$ cat src/hdl/gdos_pkg.sv
// Shared types, widths, calendar tables and codes of the Gregorian date core.
package gdos_pkg;

   // Field widths of the request and response.
   localparam int YEAR_BITS   = 16;
   localparam int OFFSET_BITS = 21;
   localparam int MONTH_BITS  = 4;
   localparam int DAY_BITS    = 5;
   localparam int DOY_BITS    = 9;
   localparam int COUNT_BITS  = 25;

   localparam int IN_FIELD_BITS = 2 * YEAR_BITS + 2 * MONTH_BITS + 2 * DAY_BITS + OFFSET_BITS;
   localparam int IN_DATA_BITS  = ((IN_FIELD_BITS + 7) / 8) * 8;

   // Calendar constants.
   localparam int ERA_YEARS = 400;
   localparam int ERA_DAYS  = 146097;
   localparam int CENT_DAYS = 36524;
   localparam int QUAD_DAYS = 1461;
   localparam int YEAR_DAYS = 365;

   // Era bias keeps every biased year and biased day number non-negative.
   localparam int ERA_BIAS = ((2 ** (YEAR_BITS - 1)) + (2 ** (OFFSET_BITS - 1)) / YEAR_DAYS)
                             / ERA_YEARS + 2;

   // Internal widths.
   localparam int YB_W   = YEAR_BITS + 1;    // biased March-based year
   localparam int ERA_W  = YB_W - 8;         // biased era of a year
   localparam int DW     = YEAR_BITS + 10;   // biased day number
   localparam int ZQ_W   = DW - 17;          // biased era of a day number
   localparam int DV_W   = 18;               // divisor and remainder
   localparam int RCP_W  = 18;               // reciprocal and quotient estimate
   localparam int YOE_W  = 9;                // year within era, 0..400
   localparam int DOE_W  = 18;               // day within era
   localparam int QN_W   = 16;               // day within century
   localparam int Q4_W   = 5;                // four-year block within century
   localparam int R4_W   = 11;               // day within four-year block
   localparam int YW     = ZQ_W + 11;        // signed result year before range check

   // Operation codes carried in tuser.
   localparam logic OP_SHIFT = 1'b0;
   localparam logic OP_COUNT = 1'b1;

   typedef struct packed {
      logic                   op;
      logic                   bad;
      logic [OFFSET_BITS-1:0] offset;
      logic [YB_W-1:0]        s_yb;
      logic [DOY_BITS-1:0]    s_doy;
      logic                   s_feb29;
      logic [YB_W-1:0]        e_yb;
      logic [DOY_BITS-1:0]    e_doy;
      logic                   e_feb29;
   } entry_type;

   typedef struct packed {
      logic                   bad_input;
      logic                   event_passed;
      logic [COUNT_BITS-1:0]  day_count;
      logic                   leap_year;
      logic [DOY_BITS-1:0]    day_of_year;
      logic [DAY_BITS-1:0]    res_day;
      logic [MONTH_BITS-1:0]  res_month;
      logic [YEAR_BITS-1:0]   res_year;
   } res_type;

   localparam int OUT_DATA_BITS = (($bits(res_type) + 7) / 8) * 8;

   typedef struct packed {
      logic start;
   } div_ctrl_type;

   // Days from March 1 to the first of a civil month.
   function automatic logic [DOY_BITS-1:0] mar_start(input logic [MONTH_BITS-1:0] m);
      logic [DOY_BITS-1:0] v;
      case (m)
         4'd1:    v = 9'd306;
         4'd2:    v = 9'd337;
         4'd3:    v = 9'd0;
         4'd4:    v = 9'd31;
         4'd5:    v = 9'd61;
         4'd6:    v = 9'd92;
         4'd7:    v = 9'd122;
         4'd8:    v = 9'd153;
         4'd9:    v = 9'd184;
         4'd10:   v = 9'd214;
         4'd11:   v = 9'd245;
         4'd12:   v = 9'd275;
         default: v = 9'd0;
      endcase
      return v;
   endfunction

   // Days from March 1 to the first of a March-based month index.
   function automatic logic [DOY_BITS-1:0] mar_mstart(input logic [3:0] mp);
      logic [DOY_BITS-1:0] v;
      case (mp)
         4'd0:    v = 9'd0;
         4'd1:    v = 9'd31;
         4'd2:    v = 9'd61;
         4'd3:    v = 9'd92;
         4'd4:    v = 9'd122;
         4'd5:    v = 9'd153;
         4'd6:    v = 9'd184;
         4'd7:    v = 9'd214;
         4'd8:    v = 9'd245;
         4'd9:    v = 9'd275;
         4'd10:   v = 9'd306;
         4'd11:   v = 9'd337;
         default: v = 9'd0;
      endcase
      return v;
   endfunction

   // Days from January 1 to the first of a civil month in a common year.
   function automatic logic [DOY_BITS-1:0] civ_start(input logic [MONTH_BITS-1:0] m);
      logic [DOY_BITS-1:0] v;
      case (m)
         4'd1:    v = 9'd0;
         4'd2:    v = 9'd31;
         4'd3:    v = 9'd59;
         4'd4:    v = 9'd90;
         4'd5:    v = 9'd120;
         4'd6:    v = 9'd151;
         4'd7:    v = 9'd181;
         4'd8:    v = 9'd212;
         4'd9:    v = 9'd243;
         4'd10:   v = 9'd273;
         4'd11:   v = 9'd304;
         4'd12:   v = 9'd334;
         default: v = 9'd0;
      endcase
      return v;
   endfunction

   // Longest possible length of a month; February is checked later for leap years.
   function automatic logic [DAY_BITS-1:0] month_max(input logic [MONTH_BITS-1:0] m);
      logic [DAY_BITS-1:0] v;
      case (m)
         4'd2:                    v = 5'd29;
         4'd4, 4'd6, 4'd9, 4'd11: v = 5'd30;
         default:                 v = 5'd31;
      endcase
      return v;
   endfunction

   // Leap test on a year taken modulo 400, given as 0..400.
   function automatic logic leap_mod400(input logic [YOE_W-1:0] v);
      return (v[1:0] == 2'b00) && (v != YOE_W'(100)) && (v != YOE_W'(200))
             && (v != YOE_W'(300));
   endfunction

endpackage

$ cat src/hdl/gdos_div.sv
// Constant divider by reciprocal multiplication, shared by the back end.
module gdos_div (
   input  logic                      clock,
   input  logic                      reset,
   input  gdos_pkg::div_ctrl_type    ctrl,
   input  logic [gdos_pkg::DW-1:0]   num,
   input  logic [gdos_pkg::DV_W-1:0] divisor,
   output logic                      done,
   output logic [gdos_pkg::DW-1:0]   quot,
   output logic [gdos_pkg::DV_W-1:0] rem
);
   import gdos_pkg::*;

   logic                est_ff, est_in;
   logic                sub_ff, sub_in;
   logic                fix_ff, fix_in;
   logic                done_ff, done_in;
   logic [DW-1:0]       num_ff, num_in;
   logic [DV_W-1:0]     div_ff, div_in;
   logic [RCP_W-1:0]    rcp_ff, rcp_in;
   logic [RCP_W-1:0]    qe_ff, qe_in;
   logic [DW-1:0]       re_ff, re_in;
   logic [DW-1:0]       quot_ff, quot_in;
   logic [DV_W-1:0]     rem_ff, rem_in;
   logic [DW+RCP_W-1:0] prod;
   logic [DW-1:0]       qd;

   // Reciprocal scaled by 2 to the power DW, rounded down.
   function automatic logic [RCP_W-1:0] recip(input logic [DV_W-1:0] d);
      logic [RCP_W-1:0] v;
      case (d)
         DV_W'(ERA_YEARS): v = RCP_W'((2 ** DW) / ERA_YEARS);
         DV_W'(ERA_DAYS):  v = RCP_W'((2 ** DW) / ERA_DAYS);
         DV_W'(QUAD_DAYS): v = RCP_W'((2 ** DW) / QUAD_DAYS);
         default:          v = '0;
      endcase
      return v;
   endfunction

   // Estimate the quotient, form the remainder, then correct by at most one.
   always_comb begin
      est_in  = ctrl.start;
      sub_in  = est_ff;
      fix_in  = sub_ff;
      done_in = fix_ff;
      num_in  = num_ff;
      div_in  = div_ff;
      rcp_in  = rcp_ff;
      qe_in   = qe_ff;
      re_in   = re_ff;
      quot_in = quot_ff;
      rem_in  = rem_ff;
      prod    = (DW + RCP_W)'(num_ff) * (DW + RCP_W)'(rcp_ff);
      qd      = DW'(qe_ff) * DW'(div_ff);
      if (ctrl.start) begin
         num_in = num;
         div_in = divisor;
         rcp_in = recip(divisor);
      end
      if (est_ff) begin
         qe_in = prod[DW+RCP_W-1:DW];
      end
      if (sub_ff) begin
         re_in = num_ff - qd;
      end
      if (fix_ff) begin
         if (re_ff >= DW'(div_ff)) begin
            quot_in = DW'(qe_ff) + DW'(1);
            rem_in  = DV_W'(re_ff - DW'(div_ff));
         end else begin
            quot_in = DW'(qe_ff);
            rem_in  = DV_W'(re_ff);
         end
      end
   end

   always_ff @(posedge clock) begin
      if (reset) begin
         est_ff  <= 1'b0;
         sub_ff  <= 1'b0;
         fix_ff  <= 1'b0;
         done_ff <= 1'b0;
      end else begin
         est_ff  <= est_in;
         sub_ff  <= sub_in;
         fix_ff  <= fix_in;
         done_ff <= done_in;
      end
      num_ff  <= num_in;
      div_ff  <= div_in;
      rcp_ff  <= rcp_in;
      qe_ff   <= qe_in;
      re_ff   <= re_in;
      quot_ff <= quot_in;
      rem_ff  <= rem_in;
   end

   assign done = done_ff;
   assign quot = quot_ff;
   assign rem  = rem_ff;

endmodule

$ cat src/hdl/gdos_front.sv
// Front end: takes requests, checks the dates and prepares biased years.
module gdos_front (
   input  logic                              req_tvalid,
   output logic                              req_tready,
   input  logic [gdos_pkg::IN_DATA_BITS-1:0] req_tdata,
   input  logic                              req_tuser,
   input  logic                              q_full,
   output logic                              q_push,
   output gdos_pkg::entry_type               q_entry
);
   import gdos_pkg::*;

   localparam int SM_LSB = YEAR_BITS;
   localparam int SD_LSB = SM_LSB + MONTH_BITS;
   localparam int OF_LSB = SD_LSB + DAY_BITS;
   localparam int EY_LSB = OF_LSB + OFFSET_BITS;
   localparam int EM_LSB = EY_LSB + YEAR_BITS;
   localparam int ED_LSB = EM_LSB + MONTH_BITS;

   logic [YEAR_BITS-1:0]  sy, ey;
   logic [MONTH_BITS-1:0] sm, em;
   logic [DAY_BITS-1:0]   sd, ed;
   logic                  s_bad, e_bad;

   assign sy = req_tdata[YEAR_BITS-1:0];
   assign sm = req_tdata[SD_LSB-1:SM_LSB];
   assign sd = req_tdata[OF_LSB-1:SD_LSB];
   assign ey = req_tdata[EM_LSB-1:EY_LSB];
   assign em = req_tdata[ED_LSB-1:EM_LSB];
   assign ed = req_tdata[ED_LSB+DAY_BITS-1:ED_LSB];

   // March-based year plus the era bias; the year before for January and February.
   function automatic logic [YB_W-1:0] biased_year(input logic [YEAR_BITS-1:0] y,
                                                   input logic [MONTH_BITS-1:0] m);
      logic [YB_W-1:0] ys;
      ys = {y[YEAR_BITS-1], y} - ((m <= MONTH_BITS'(2)) ? YB_W'(1) : YB_W'(0));
      return ys + YB_W'(ERA_BIAS * ERA_YEARS);
   endfunction

   function automatic logic date_bad(input logic [MONTH_BITS-1:0] m,
                                     input logic [DAY_BITS-1:0] d);
      return (m == '0) || (m > MONTH_BITS'(12)) || (d == '0) || (d > month_max(m));
   endfunction

   // Classification of the request.
   always_comb begin
      s_bad           = date_bad(sm, sd);
      e_bad           = date_bad(em, ed);
      q_entry.op      = req_tuser;
      q_entry.bad     = s_bad || ((req_tuser == OP_COUNT) && e_bad);
      q_entry.offset  = req_tdata[EY_LSB-1:OF_LSB];
      q_entry.s_yb    = biased_year(sy, sm);
      q_entry.s_doy   = mar_start(sm) + DOY_BITS'(sd) - DOY_BITS'(1);
      q_entry.s_feb29 = (sm == MONTH_BITS'(2)) && (sd == DAY_BITS'(29));
      q_entry.e_yb    = biased_year(ey, em);
      q_entry.e_doy   = mar_start(em) + DOY_BITS'(ed) - DOY_BITS'(1);
      q_entry.e_feb29 = (em == MONTH_BITS'(2)) && (ed == DAY_BITS'(29));
   end

   assign req_tready = !q_full;
   assign q_push     = req_tvalid && !q_full;

endmodule

$ cat src/hdl/gdos_queue.sv
// Two-entry queue between the front end and the back end.
module gdos_queue (
   input  logic                clock,
   input  logic                reset,
   input  logic                push,
   input  gdos_pkg::entry_type push_entry,
   input  logic                pop,
   output gdos_pkg::entry_type head,
   output logic                full,
   output logic                empty
);
   import gdos_pkg::*;

   entry_type  mem_ff [2];
   logic       wr_ff, wr_in;
   logic       rd_ff, rd_in;
   logic [1:0] cnt_ff, cnt_in;

   // Pointer and fill count update.
   always_comb begin
      wr_in  = push ? !wr_ff : wr_ff;
      rd_in  = pop ? !rd_ff : rd_ff;
      cnt_in = cnt_ff + (push ? 2'd1 : 2'd0) - (pop ? 2'd1 : 2'd0);
   end

   always_ff @(posedge clock) begin
      if (reset) begin
         wr_ff  <= 1'b0;
         rd_ff  <= 1'b0;
         cnt_ff <= 2'd0;
      end else begin
         wr_ff  <= wr_in;
         rd_ff  <= rd_in;
         cnt_ff <= cnt_in;
      end
      if (push) begin
         mem_ff[wr_ff] <= push_entry;
      end
   end

   assign head  = mem_ff[rd_ff];
   assign full  = (cnt_ff == 2'd2);
   assign empty = (cnt_ff == 2'd0);

endmodule

$ cat src/hdl/gdos_back.sv
// Back end: sequencer that turns dates into day numbers and back, with the response register.
module gdos_back (
   input  logic                               clock,
   input  logic                               reset,
   input  gdos_pkg::entry_type                head,
   input  logic                               empty,
   output logic                               pop,
   output logic                               rsp_tvalid,
   input  logic                               rsp_tready,
   output logic [gdos_pkg::OUT_DATA_BITS-1:0] rsp_tdata
);
   import gdos_pkg::*;

   typedef enum logic [10:0] {
      ST_IDLE    = 11'b00000000001,
      ST_TD_DIV  = 11'b00000000010,
      ST_TD_MUL  = 11'b00000000100,
      ST_TD_ADD  = 11'b00000001000,
      ST_FD_DIV1 = 11'b00000010000,
      ST_FD_CENT = 11'b00000100000,
      ST_FD_DIV2 = 11'b00001000000,
      ST_FD_YR   = 11'b00010000000,
      ST_FD_MON  = 11'b00100000000,
      ST_FD_YEAR = 11'b01000000000,
      ST_DONE    = 11'b10000000000
   } state_type;

   localparam int PAD_BITS = OUT_DATA_BITS - $bits(res_type);
   localparam logic signed [YW-1:0] Y_MIN = -(YW'(1) <<< (YEAR_BITS - 1));
   localparam logic signed [YW-1:0] Y_MAX = (YW'(1) <<< (YEAR_BITS - 1)) - YW'(1);

   state_type                  state_ff, state_in;
   entry_type                  ent_ff, ent_in;
   logic                       sel_ff, sel_in;
   logic                       err_ff, err_in;
   logic [DW-1:0]              prod_ff, prod_in;
   logic [DOE_W-1:0]           doe_ff, doe_in;
   logic [DW-1:0]              ds_ff, ds_in;
   logic [ZQ_W-1:0]            zq_ff, zq_in;
   logic [YOE_W-1:0]           yoe_ff, yoe_in;
   logic [DOY_BITS-1:0]        doy_ff, doy_in;
   logic [MONTH_BITS-1:0]      mon_ff, mon_in;
   logic [DAY_BITS-1:0]        day_ff, day_in;
   res_type                    res_ff, res_in;
   logic                       rsp_valid_ff, rsp_valid_in;
   logic [OUT_DATA_BITS-1:0]   rsp_data_ff, rsp_data_in;

   div_ctrl_type               div_ctrl;
   logic [DW-1:0]              div_num;
   logic [DV_W-1:0]            div_divisor;
   logic                       div_done;
   logic [DW-1:0]              div_quot;
   logic [DV_W-1:0]            div_rem;

   gdos_div u_div (
      .clock   (clock),
      .reset   (reset),
      .ctrl    (div_ctrl),
      .num     (div_num),
      .divisor (div_divisor),
      .done    (div_done),
      .quot    (div_quot),
      .rem     (div_rem)
   );

   // Working values of the sequencer.
   logic [YOE_W-1:0]          td_yoe;
   logic [DW-1:0]             td_days;
   logic [DW:0]               diff;
   logic [DW-1:0]             z_days;
   logic [DOE_W-1:0]          fd_doe;
   logic [QN_W-1:0]           fd_rem;
   logic [1:0]                fd_cent;
   logic [R4_W-1:0]           fd_r4;
   logic [1:0]                fd_yr;
   logic [3:0]                fd_mp;
   logic                      early;
   logic [YOE_W-1:0]          y400;
   logic signed [ZQ_W:0]      era_s;
   logic signed [YW-1:0]      y_full;
   logic                      leap;

   always_comb begin
      state_in     = state_ff;
      ent_in       = ent_ff;
      sel_in       = sel_ff;
      err_in       = err_ff;
      prod_in      = prod_ff;
      doe_in       = doe_ff;
      ds_in        = ds_ff;
      zq_in        = zq_ff;
      yoe_in       = yoe_ff;
      doy_in       = doy_ff;
      mon_in       = mon_ff;
      day_in       = day_ff;
      res_in       = res_ff;
      rsp_valid_in = rsp_valid_ff && !rsp_tready;
      rsp_data_in  = rsp_data_ff;
      pop          = 1'b0;
      div_ctrl     = '0;
      div_num      = '0;
      div_divisor  = '0;

      td_yoe  = div_rem[YOE_W-1:0];
      td_days = prod_ff + DW'(doe_ff);
      diff    = {1'b0, td_days} - {1'b0, ds_ff};
      z_days  = td_days + {{(DW - OFFSET_BITS){ent_ff.offset[OFFSET_BITS-1]}}, ent_ff.offset};

      // Century inside the era, capped at the fourth.
      fd_doe  = div_rem[DOE_W-1:0];
      fd_cent = 2'd0;
      fd_rem  = QN_W'(fd_doe);
      if (fd_doe >= DOE_W'(3 * CENT_DAYS)) begin
         fd_cent = 2'd3;
         fd_rem  = QN_W'(fd_doe - DOE_W'(3 * CENT_DAYS));
      end else if (fd_doe >= DOE_W'(2 * CENT_DAYS)) begin
         fd_cent = 2'd2;
         fd_rem  = QN_W'(fd_doe - DOE_W'(2 * CENT_DAYS));
      end else if (fd_doe >= DOE_W'(CENT_DAYS)) begin
         fd_cent = 2'd1;
         fd_rem  = QN_W'(fd_doe - DOE_W'(CENT_DAYS));
      end

      // Year inside the four-year block, capped at the fourth.
      fd_r4 = div_rem[R4_W-1:0];
      fd_yr = 2'd0;
      if (fd_r4 >= R4_W'(3 * YEAR_DAYS)) begin
         fd_yr = 2'd3;
      end else if (fd_r4 >= R4_W'(2 * YEAR_DAYS)) begin
         fd_yr = 2'd2;
      end else if (fd_r4 >= R4_W'(YEAR_DAYS)) begin
         fd_yr = 2'd1;
      end

      // March-based month from the day within the year.
      fd_mp = 4'd0;
      for (int k = 1; k < 12; k++) begin
         if (doy_ff >= mar_mstart(4'(k))) begin
            fd_mp = 4'(k);
         end
      end

      // Civil year of the shifted date.
      early  = (mon_ff <= MONTH_BITS'(2));
      y400   = yoe_ff + (early ? YOE_W'(1) : YOE_W'(0));
      era_s  = signed'({1'b0, zq_ff}) - (ZQ_W + 1)'(ERA_BIAS);
      y_full = YW'(era_s) * YW'(ERA_YEARS) + signed'(YW'(y400));
      leap   = leap_mod400(y400);

      case (state_ff)
         ST_IDLE: begin
            if (!empty) begin
               pop    = 1'b1;
               ent_in = head;
               sel_in = 1'b0;
               err_in = 1'b0;
               res_in = '0;
               if (head.bad) begin
                  res_in.bad_input = 1'b1;
                  state_in         = ST_DONE;
               end else begin
                  div_ctrl.start = 1'b1;
                  div_num        = DW'(head.s_yb);
                  div_divisor    = DV_W'(ERA_YEARS);
                  state_in       = ST_TD_DIV;
               end
            end
         end
         ST_TD_DIV: begin
            if (div_done) begin
               state_in = ST_TD_MUL;
            end
         end
         ST_TD_MUL: begin
            // Era product and day within the era.
            prod_in = DW'(div_quot[ERA_W-1:0]) * DW'(ERA_DAYS);
            doe_in  = DOE_W'(td_yoe) * DOE_W'(YEAR_DAYS) + DOE_W'(td_yoe >> 2)
                      - ((td_yoe >= YOE_W'(100)) ? DOE_W'(1) : DOE_W'(0))
                      - ((td_yoe >= YOE_W'(200)) ? DOE_W'(1) : DOE_W'(0))
                      - ((td_yoe >= YOE_W'(300)) ? DOE_W'(1) : DOE_W'(0))
                      + DOE_W'(sel_ff ? ent_ff.e_doy : ent_ff.s_doy);
            // February 29 only in a leap year: the civil year is one past the March-based one.
            if ((sel_ff ? ent_ff.e_feb29 : ent_ff.s_feb29)
                && !leap_mod400(td_yoe + YOE_W'(1))) begin
               err_in = 1'b1;
            end
            state_in = ST_TD_ADD;
         end
         ST_TD_ADD: begin
            if (err_ff) begin
               res_in.bad_input = 1'b1;
               state_in         = ST_DONE;
            end else if (sel_ff) begin
               if (diff[DW]) begin
                  res_in.event_passed = 1'b1;
               end else if (diff[DW-1:0] > DW'({COUNT_BITS{1'b1}})) begin
                  res_in.day_count = '1;
               end else begin
                  res_in.day_count = COUNT_BITS'(diff[DW-1:0]);
               end
               state_in = ST_DONE;
            end else if (ent_ff.op == OP_COUNT) begin
               ds_in          = td_days;
               sel_in         = 1'b1;
               div_ctrl.start = 1'b1;
               div_num        = DW'(ent_ff.e_yb);
               div_divisor    = DV_W'(ERA_YEARS);
               state_in       = ST_TD_DIV;
            end else begin
               div_ctrl.start = 1'b1;
               div_num        = z_days;
               div_divisor    = DV_W'(ERA_DAYS);
               state_in       = ST_FD_DIV1;
            end
         end
         ST_FD_DIV1: begin
            if (div_done) begin
               state_in = ST_FD_CENT;
            end
         end
         ST_FD_CENT: begin
            zq_in          = div_quot[ZQ_W-1:0];
            yoe_in         = YOE_W'(fd_cent) * YOE_W'(100);
            div_ctrl.start = 1'b1;
            div_num        = DW'(fd_rem);
            div_divisor    = DV_W'(QUAD_DAYS);
            state_in       = ST_FD_DIV2;
         end
         ST_FD_DIV2: begin
            if (div_done) begin
               state_in = ST_FD_YR;
            end
         end
         ST_FD_YR: begin
            doy_in   = DOY_BITS'(fd_r4 - R4_W'(fd_yr) * R4_W'(YEAR_DAYS));
            yoe_in   = yoe_ff + (YOE_W'(div_quot[Q4_W-1:0]) << 2) + YOE_W'(fd_yr);
            state_in = ST_FD_MON;
         end
         ST_FD_MON: begin
            day_in   = DAY_BITS'(doy_ff - mar_mstart(fd_mp) + DOY_BITS'(1));
            mon_in   = (fd_mp < 4'd10) ? fd_mp + 4'd3 : fd_mp - 4'd9;
            state_in = ST_FD_YEAR;
         end
         ST_FD_YEAR: begin
            if ((y_full < Y_MIN) || (y_full > Y_MAX)) begin
               res_in.bad_input = 1'b1;
            end else begin
               res_in.res_year    = y_full[YEAR_BITS-1:0];
               res_in.res_month   = mon_ff;
               res_in.res_day     = day_ff;
               res_in.leap_year   = leap;
               res_in.day_of_year = civ_start(mon_ff) + DOY_BITS'(day_ff)
                                    + ((!early && leap) ? DOY_BITS'(1) : DOY_BITS'(0));
            end
            state_in = ST_DONE;
         end
         ST_DONE: begin
            // Hand the result over once the response register is free.
            if (!rsp_valid_ff || rsp_tready) begin
               rsp_valid_in = 1'b1;
               rsp_data_in  = {{PAD_BITS{1'b0}}, res_ff};
               state_in     = ST_IDLE;
            end
         end
         default: begin
            state_in = ST_IDLE;
         end
      endcase
   end

   always_ff @(posedge clock) begin
      if (reset) begin
         state_ff     <= ST_IDLE;
         rsp_valid_ff <= 1'b0;
      end else begin
         state_ff     <= state_in;
         rsp_valid_ff <= rsp_valid_in;
      end
      ent_ff      <= ent_in;
      sel_ff      <= sel_in;
      err_ff      <= err_in;
      prod_ff     <= prod_in;
      doe_ff      <= doe_in;
      ds_ff       <= ds_in;
      zq_ff       <= zq_in;
      yoe_ff      <= yoe_in;
      doy_ff      <= doy_in;
      mon_ff      <= mon_in;
      day_ff      <= day_in;
      res_ff      <= res_in;
      rsp_data_ff <= rsp_data_in;
   end

   assign rsp_tvalid = rsp_valid_ff;
   assign rsp_tdata  = rsp_data_ff;

endmodule

$ cat src/hdl/gregorian_date_offset_and_span_core.sv
// Top level of the Gregorian date shift and day count core.
//
// Requests arrive on the req_ stream. tuser carries the operation: 0 moves the
// start date by day_offset, 1 counts the days from the start date to the event
// date. Each request gives exactly one response on the rsp_ stream, in order.
// A front end checks the dates and places the request in a two-entry queue, so
// new requests are taken while the back end works and while a response waits.
// The back end runs a sequencer around one shared constant divider that works
// by reciprocal multiplication. Requests are handled one after another: the
// back end takes a new request only once the last result has gone to the
// output register. The response is held in that register; while the receiver
// stalls it stays there, the back end waits with the next result, and the
// queue fills until req_tready drops. Synchronous reset empties the queue,
// returns the sequencer to idle, clears the divider's stage flags and drops
// rsp_tvalid; the data registers are not reset.
module gregorian_date_offset_and_span_core (
   input  logic                               clock,
   input  logic                               reset,
   input  logic                               req_tvalid,
   output logic                               req_tready,
   // start_year, start_month, start_day, day_offset, event_year, event_month, event_day
   input  logic [gdos_pkg::IN_DATA_BITS-1:0]  req_tdata,
   // op
   input  logic                               req_tuser,
   output logic                               rsp_tvalid,
   input  logic                               rsp_tready,
   // res_year, res_month, res_day, day_of_year, leap_year, day_count, event_passed, bad_input
   output logic [gdos_pkg::OUT_DATA_BITS-1:0] rsp_tdata
);
   import gdos_pkg::*;

   entry_type push_entry;
   entry_type head;
   logic      push;
   logic      pop;
   logic      full;
   logic      empty;

   gdos_front u_front (
      .req_tvalid (req_tvalid),
      .req_tready (req_tready),
      .req_tdata  (req_tdata),
      .req_tuser  (req_tuser),
      .q_full     (full),
      .q_push     (push),
      .q_entry    (push_entry)
   );

   gdos_queue u_queue (
      .clock      (clock),
      .reset      (reset),
      .push       (push),
      .push_entry (push_entry),
      .pop        (pop),
      .head       (head),
      .full       (full),
      .empty      (empty)
   );

   gdos_back u_back (
      .clock      (clock),
      .reset      (reset),
      .head       (head),
      .empty      (empty),
      .pop        (pop),
      .rsp_tvalid (rsp_tvalid),
      .rsp_tready (rsp_tready),
      .rsp_tdata  (rsp_tdata)
   );

endmodule

$ cat config.mk
export PLATFORM = sky130hd
export DESIGN_NAME = gregorian_date_offset_and_span_core
export DESIGN_NICKNAME = d
export VERILOG_FILES = /design/src/hdl/gdos_pkg.sv /design/src/hdl/gdos_div.sv /design/src/hdl/gdos_front.sv /design/src/hdl/gdos_queue.sv /design/src/hdl/gdos_back.sv /design/src/hdl/gregorian_date_offset_and_span_core.sv
export SDC_FILE = /design/constraint.sdc
export NUM_CORES = 2
export LEC_CHECK = 0
export ABC_AREA = 1
export ABC_CLOCK_PERIOD_IN_PS = 6250
export BUFFER_PORTS_ARGS = -buffer_cell sky130_fd_sc_hd__buf_2
export CAP_MARGIN = 20
export CORE_MARGIN = 3
export CORE_UTILIZATION = 36
export DETAILED_ROUTE_END_ITERATION = 7
export GPL_TIMING_DRIVEN = 0
export SLEW_MARGIN = 20
export SYNTH_ARGS = -nofsm -noshare
export SYNTH_HDL_FRONTEND = slang
export SYNTH_SLANG_ARGS = --single-unit
$ cat constraint.sdc
create_clock -name clock -period 6.25 [get_ports clock]
set_input_delay 0.625 -clock clock [delete_from_list [all_inputs] [get_ports clock]]
set_output_delay 0.625 -clock clock [all_outputs]
set_load 0.02 [all_outputs]
-- Word level (Yosys, flattened, before mapping)
Memories as Yosys holds them, arrays and structs flattened. A register that Yosys moved wholly into a read port is not among the register bits.
Cells that the tools add are included.
- $add $sub $neg: 37
- multiply operators: 7
- bitwise logic cells: 3
- $lt $le $gt $ge: 32
- div/mod/pow operators: 0
- equality and inequality tests: 46
- muxes and demuxes: 97
- shift operators: 0
- reduce and logical (&&, ||, !) cells: 53
- operator list (kind ; number):
    $mux W26 ; 6
    $pmux W11 S11 ; 1
    $pmux W18 S3 ; 2
    $mux W18 ; 5
    $mux W11 ; 8
    $pmux W26 S3 ; 1
    $sub A18 B18 Y18 ; 4
    $pmux W35 S2 ; 1
    $mux W62 ; 1
    $pmux W26 S2 ; 1
    $mux W25 ; 2
    $mux W16 ; 3
    $ge A9 B8 Y1 const B ; 5
    $mux W9 ; 5
    $mul A26 B18 Y44 ; 1
    $ge A18 B17 Y1 const B ; 2
    $ge A9 B9 Y1 const B ; 4
    $mux W35 ; 1
    $add A17 B16 Y17 const B ; 2
    $mux W1 ; 34
    $sub A17 B17 Y17 ; 2
    $sub A16 B16 Y16 const B ; 2
    $add A9 B5 Y9 ; 3
    $ge A9 B7 Y1 const B ; 3
    other kinds (88) ; 176
- memory bits (writable): 154
- bits of input ports: 77
- register bits after elaboration: 444
- latch bits: 0
- memories kept: 5
- bits in read-only memories: 576
- memories (name ; words ; width ; rd ports ; clocked after Yosys merged registers in ; wr ports ; RTL line ; RTL):
    u_queue.mem_ff ; 2 ; 77 ; 1 ; 1 ; 1 ; gdos_queue.sv:14 ; entry_type mem_ff [2];
    (no name shown) ; 16 ; 9 ; 1 ; 0 ; 0 ; gdos_pkg.sv:97 ; case (mp)
    (no name shown) ; 16 ; 9 ; 1 ; 1 ; 0 ; gdos_pkg.sv:118 ; case (m)
    (no name shown) ; 16 ; 9 ; 1 ; 0 ; 0 ; gdos_pkg.sv:76 ; case (m)
    (no name shown) ; 16 ; 9 ; 1 ; 0 ; 0 ; gdos_pkg.sv:76 ;

-- Depth between registers and ports, before layout
An unclocked memory read counts as a cell.
- depth in word-level cells: 16
- mapped depth: 32
- depth with buffers taken out: 32

-- By module
A second synthesis with hierarchy kept.
- cells, all modules: 6932
- area total of the unflattened synthesis: 62766.4 um2
- modules (own cells, without submodules) (module ; instances ; cells each ; area an instance (um2) ; sequential area each (um2)):
    gdos_div ; 1 ; 3412 ; 28975.3 ; 4013.8
    gdos_back ; 1 ; 2684 ; 24643.6 ; 9158.8
    gdos_queue ; 1 ; 271 ; 5915.7 ; 4724.5
    gdos_front ; 1 ; 565 ; 3231.8 ; 0.0

-- Worst setup path after synthesis
No wires, ideal clock.
- kind: register to register
- from: register u_back.zq_ff[0]
- to: register u_back.res_ff[0] (netlist bit), enable pin
- stages on the path, launching flop included: 29
- clock period less this slack: 6.302 ns
- setup time: 0.439 ns
- setup slack: -0.052 ns
- arrival time: 5.862 ns
- cells stage by stage: edfxtp_1 ha_1 nor2_1 inv_1 a21oi_1 or2_2 nand2_1 xor2_1 inv_1 ha_1 fa_1 inv_1 ha_1 ha_1 nand2_1 inv_1 a21oi_1 nand3_1 nand2_1 nand3_1 nor2_1 nand3_1 nand2_1 nand2_1 inv_1 nand2_1 nand2_1 nand3_1 a21oi_1
- cells in the longest elaborated chain, start to end: 7
- elaborated cells between the ends (all ways): 8
- ends and longest elaborated chain (element ; RTL line ; RTL):
    start, declared ; gdos_back.sv:39 ; logic [ZQ_W-1:0] zq_ff, zq_in;
    start signal, assigned ; gdos_back.sv:285 ; zq_ff <= zq_in;
    $sub A9 B7 Y10 (*) ; gdos_back.sv:146 ; era_s = signed'({1'b0, zq_ff}) - (ZQ_W + 1)'(ERA_BIAS);
    $mul A10 B6 Y16 (*) ; gdos_back.sv:147 ; y_full = YW'(era_s) * YW'(ERA_YEARS) + signed'(YW'(y400));
    $add A20 B10 Y20 (*) ; gdos_back.sv:147 ;
    $lt A20 B16 Y1 / $gt A20 B16 Y1 (equally long branches) ; gdos_back.sv:245 ; if ((y_full < Y_MIN) || (y_full > Y_MAX)) begin
    $logic_or A1 B1 Y1 (*) ; gdos_back.sv:245 ;
    $ne A2 B2 Y1 (no line) (*) ; -- ;
    $reduce_and A3 Y1 (no line) (*) ; -- ;
    end signal, assigned ; gdos_back.sv:290 ; res_ff <= res_in;
    end, declared ; gdos_back.sv:44 ; res_type res_ff, res_in;
Mark *: on every way between the ends. The rest lies on a longest branch, timed or not.
A chain may end at the register's enable or synchronous reset.

-- Worst setup path in the final report
- from: register u_back.u_div.num_ff[15]
- to: register u_back.u_div.qe_ff[12], data pin
- cells in the longest elaborated chain, start to end: 1
- ends and longest elaborated chain (element ; RTL line ; RTL):
    start, declared ; gdos_div.sv:18 ; logic [DW-1:0] num_ff, num_in;
    start signal, assigned ; gdos_div.sv:89 ; num_ff <= num_in;
    $mul A26 B18 Y44 ; gdos_div.sv:53 ; prod = (DW + RCP_W)'(num_ff) * (DW + RCP_W)'(rcp_ff);
    net u_back.u_div.prod[38] ; gdos_div.sv:25 ; logic [DW+RCP_W-1:0] prod;
    end signal, assigned ; gdos_div.sv:92 ; qe_ff <= qe_in;
    end, declared ; gdos_div.sv:21 ; logic [RCP_W-1:0] qe_ff, qe_in;
The timed path passes the listed nets, and every way through them passes these cells.

==> run summary <==
* run status: complete, no violations
* fraction of the mapped netlist area in adder cells: 35.5%
* required time of the worst setup path: 6650 ps
* min cycle time layout: 6120 ps
* Port Buffer Count: 136
* overall die area: 0.164 mm2
* proportion of layout cells with a drive suffix above 1: 7.96%
* fraction of registers with async set or reset after synthesis: 0%
* Iteration-0 DRC Markers: 3005
* transition time of the tightest slew-check pin: 1030 ps
* Clock Pin Slew Worst Setup and Hold Paths: 60 ps
* count of boundary I/O pins: 143
* average via count per standard cell: 4.88
* Post-Synthesis Cell Area: 0.0574 mm2
* number of enable flip-flop cells after synthesis: 553
* simple-gate area share of the yosys netlist: 12.9%
* ranking of synthesized cells by instance count: 1457 x sky130_fd_sc_hd__inv_1, 1119 x sky130_fd_sc_hd__nand2_1, 697 x sky130_fd_sc_hd__ha_1
* sink count of the clock tree: 583
* placed cells: 8429
* final core utilization: 40.9%
* maximum capacitance violations: 0
* Layout Area Growth over Synthesis: 12.0%
* dominant combinational cell family by area after synthesis: adder cells
* sequential fraction of the synthesis area: 30.0%
* final worst path period share: 98.0%
* crit-path max FO: 7
* mean area per synthesized cell: 9.22 um2
* start-to-end type of the worst setup path: reg -> reg
* number of rows in the core area: 145
* synthesized-area fraction occupied by xor and xnor cells: 3.86%
* detailed-route wire length: 151000 um
* total vias in the final route: 42000
* vias in the first global route: 42900
* final-report hold violation count: 0
* register bit count reported by yosys: 583
* height of the die: 405 um
* fin. max-slew vios: 0
* initial standard-cell utilization of the core: 36.5%
* sort of element at the end of the critical path: flip-flop
* critical path's slowest cell: sky130_fd_sc_hd__edfxtp_1
* global-route wire length before repair: 238000 um
* maximum level of the CTS H-tree: 3
* routed len/inst: 17.6 um
* CP Launch Type: flip-flop
* final worst setup slack: 126 ps
* portion of netlist area occupied by mux cells: 0.0872%
* most used standard cell by instance count after synthesis: sky130_fd_sc_hd__inv_1
* number of cells on the worst reg-to-reg path: 21
* Core ar.: 0.157 mm2
* die width: 405 um
* count of fill cells added during filler insertion: 15300
* count of mapped cells out of synthesis: 6221
* CTS tree: yes
* number of failing setup endpoints in the final timing report: 0
* Peak Freq: 163 MHz
* cell depth of the worst hold path: 1
* number of antenna violations at the first check in global routing: 8
* worst slew margin relative to its limit: 31.1%
* HPWL Detailed: 126000 um
* count of non-filler cells in the finished layout: 8596
* Bufs on Longest Clock Path: 3
* CTS Buf Count: 68
* RSZ-0062 raised after global routing: yes
* DRC violations left: 0
* primary flip-flop cell chosen by synthesis mapping: sky130_fd_sc_hd__edfxtp_1
* class of the most critical hold timing path: in -> reg
* pin count of the biggest net entering global routing: 40
* latest clock arrival within the worst-skew pair: 660 ps
* critical path's largest stage delay: 710 ps
* Root Buffer Master: sky130_fd_sc_hd__clkbuf_16
* Final nets: 7838
* cell-by-cell trace of the critical path: nand2_1, inv_1, fa_1, fa_1, inv_1, fa_1, inv_1, fa_2, fa_1, fa_1, ha_4, a21o_1, a31oi_1, nand2_1, a21oi_2, nand2_2, a21boi_2, o21ai_2, and2_4, o21bai_1, nand2_1
* routability congestion estimate: 0.949
* Synth Warn #: 0
* fraction of synthesized cell area taken by the top area cell type: 28.9%
* dominant cells by area after synthesis: sky130_fd_sc_hd__edfxtp_1 29%, sky130_fd_sc_hd__fa_1 20%, sky130_fd_sc_hd__ha_1 15%, sky130_fd_sc_hd__inv_1 9.5%, sky130_fd_sc_hd__nand2_1 7.3%
* Place WS: -1190 ps
* most prevalent standard cell on the critical path: sky130_fd_sc_hd__fa_1
* largest clock skew in the final design: 31.7 ps
* count of cell types in the netlist: 71
* residual overflow from global routing: 0
* arrival time at the worst endpoint: 6520 ps
* count of antenna-violating nets left after detailed routing: 0
* cell type with the largest total area after synthesis: sky130_fd_sc_hd__edfxtp_1
* number of buffers inserted by hold repair at cts: 0
* post-synthesis compound-gate area fraction: 7.33%
* iteration count of the initial detailed-routing pass: 6
* overall fraction of global-route tracks in use: 18.6%
[routing by layer]
metal  GRT usage, %  share of wire (%)  up-vias
met1           26.0                 46    20300
met3           2.30                5.1      215
met4           5.28                2.8        2
met5              0             0.0086        -
li1               -                  -    20300
met2           30.2                 46     1107
[registers in the layout, summed over array words and instances, names as in the netlist, 2 cells and up, named ones only]
signal and flops:
u_back.u_div.re_ff 26, u_back.mon_ff 4, u_back.u_div.rem 18, u_back.ds_ff 26, u_back.yoe_ff 9, u_back.day_ff 5, u_queue.cnt_ff 2, u_back.u_div.quot 9
u_back.u_div.div_ff 5, u_back.ent_ff 59, u_back.u_div.num_ff 26, u_back.state_ff 11, u_back.res_ff 62, u_back.u_div.rcp_ff 6, u_back.u_div.qe_ff 18, u_queue.mem_ff 154
u_back.rsp_tdata 62, u_back.zq_ff 9, u_back.doe_ff 18, u_back.doy_ff 9, u_back.prod_ff 26
[per-stage QoR]
stage / setup TNS, ps / hold slack, ps / cell area [um2]
6_report: 0 / 156 / 64300
4_1_cts: -46.5 / 97.2 / 63500
2_1_floorplan: 0 / 400 / 57400
5_1_grt: -67.0 / 121 / 64300
3_3_place_gp: -139780 / 402 / 60600
3_5_place_dp: -17630 / 405 / 61000
[path summary, 6_finish.rpt]
| path | start | endpoint | slack, ps |
|---|---|---|---|
| max | u_back.u_div.num_ff[15] | u_back.u_div.qe_ff[12] | 130 |
| min | req_tdata[37] | u_queue.mem_ff[1][66] | 160 |
| max reg2reg | u_back.u_div.num_ff[15] | u_back.u_div.qe_ff[12] | 130 |
| min reg2reg | u_back.res_ff[51] | u_back.rsp_tdata[51] | 410 |
[timing repair]
item / CTS / global route
resized for setup: 54 / 131
pin swaps: 4 / 60
setup endpoints to repair: 29 / 52
buffers inserted: 19 / 32
gates cloned: 0 / 1
[cell families after synthesis]
family / count (synthesis)
AND/OR/NAND/NOR: 1791
buffers and inverters: 1568
adder cells (fa/ha/maj): 1279
AO/OA/AOI/OAI: 741
flip-flops: 583
XOR/XNOR: 253
multiplexers: 5
other: 1
[layout make-up]
type	count	area [um2]	share of cell area (%)
buffer	85	462	0.718
timing repair buffer	202	1520	2.36
inverter	1471	5530	8.60
multi-input combinational	4071	34800	54.1
clock buffer	77	1780	2.77
clock inverter	47	438	0.681
sequential	583	17200	26.8
antenna	2	5.00	0.00778
tap	2058	2570	4.01
[critical path, delay by kind of cell (launching register included)]
kind                     cells  cell delay (ps)
buffers and inverters        3              290
flip-flops                   1              710
AO/OA/AOI/OAI                6              900
adder cells (fa/ha/maj)      7             3390
AND/OR/NAND/NOR              5              580
[cell usage in the layout, fill, tap and decap left out, drive strengths merged, types with 18 or more instances in the layout]
cell	synthesis	routed
ha	697	697
xnor2	76	76
o21bai	23	23
inv	1469	1476
nand3	174	174
nand4	45	45
buf	30	240
clkinv	2	35
fa	582	582
xor2	177	177
nor3	49	49
nand2	1127	1127
dfxtp	30	30
a21o	22	22
a31oi	34	34
o21ai	230	230
edfxtp	553	553
nor2	347	347
a21oi	324	324
o211ai	18	18
nor4	20	20
clkbuf	67	124
Power is left out: the tool's default activity adds up to more than one toggle a clock period on the data nets, which glitch-free logic cannot reach.
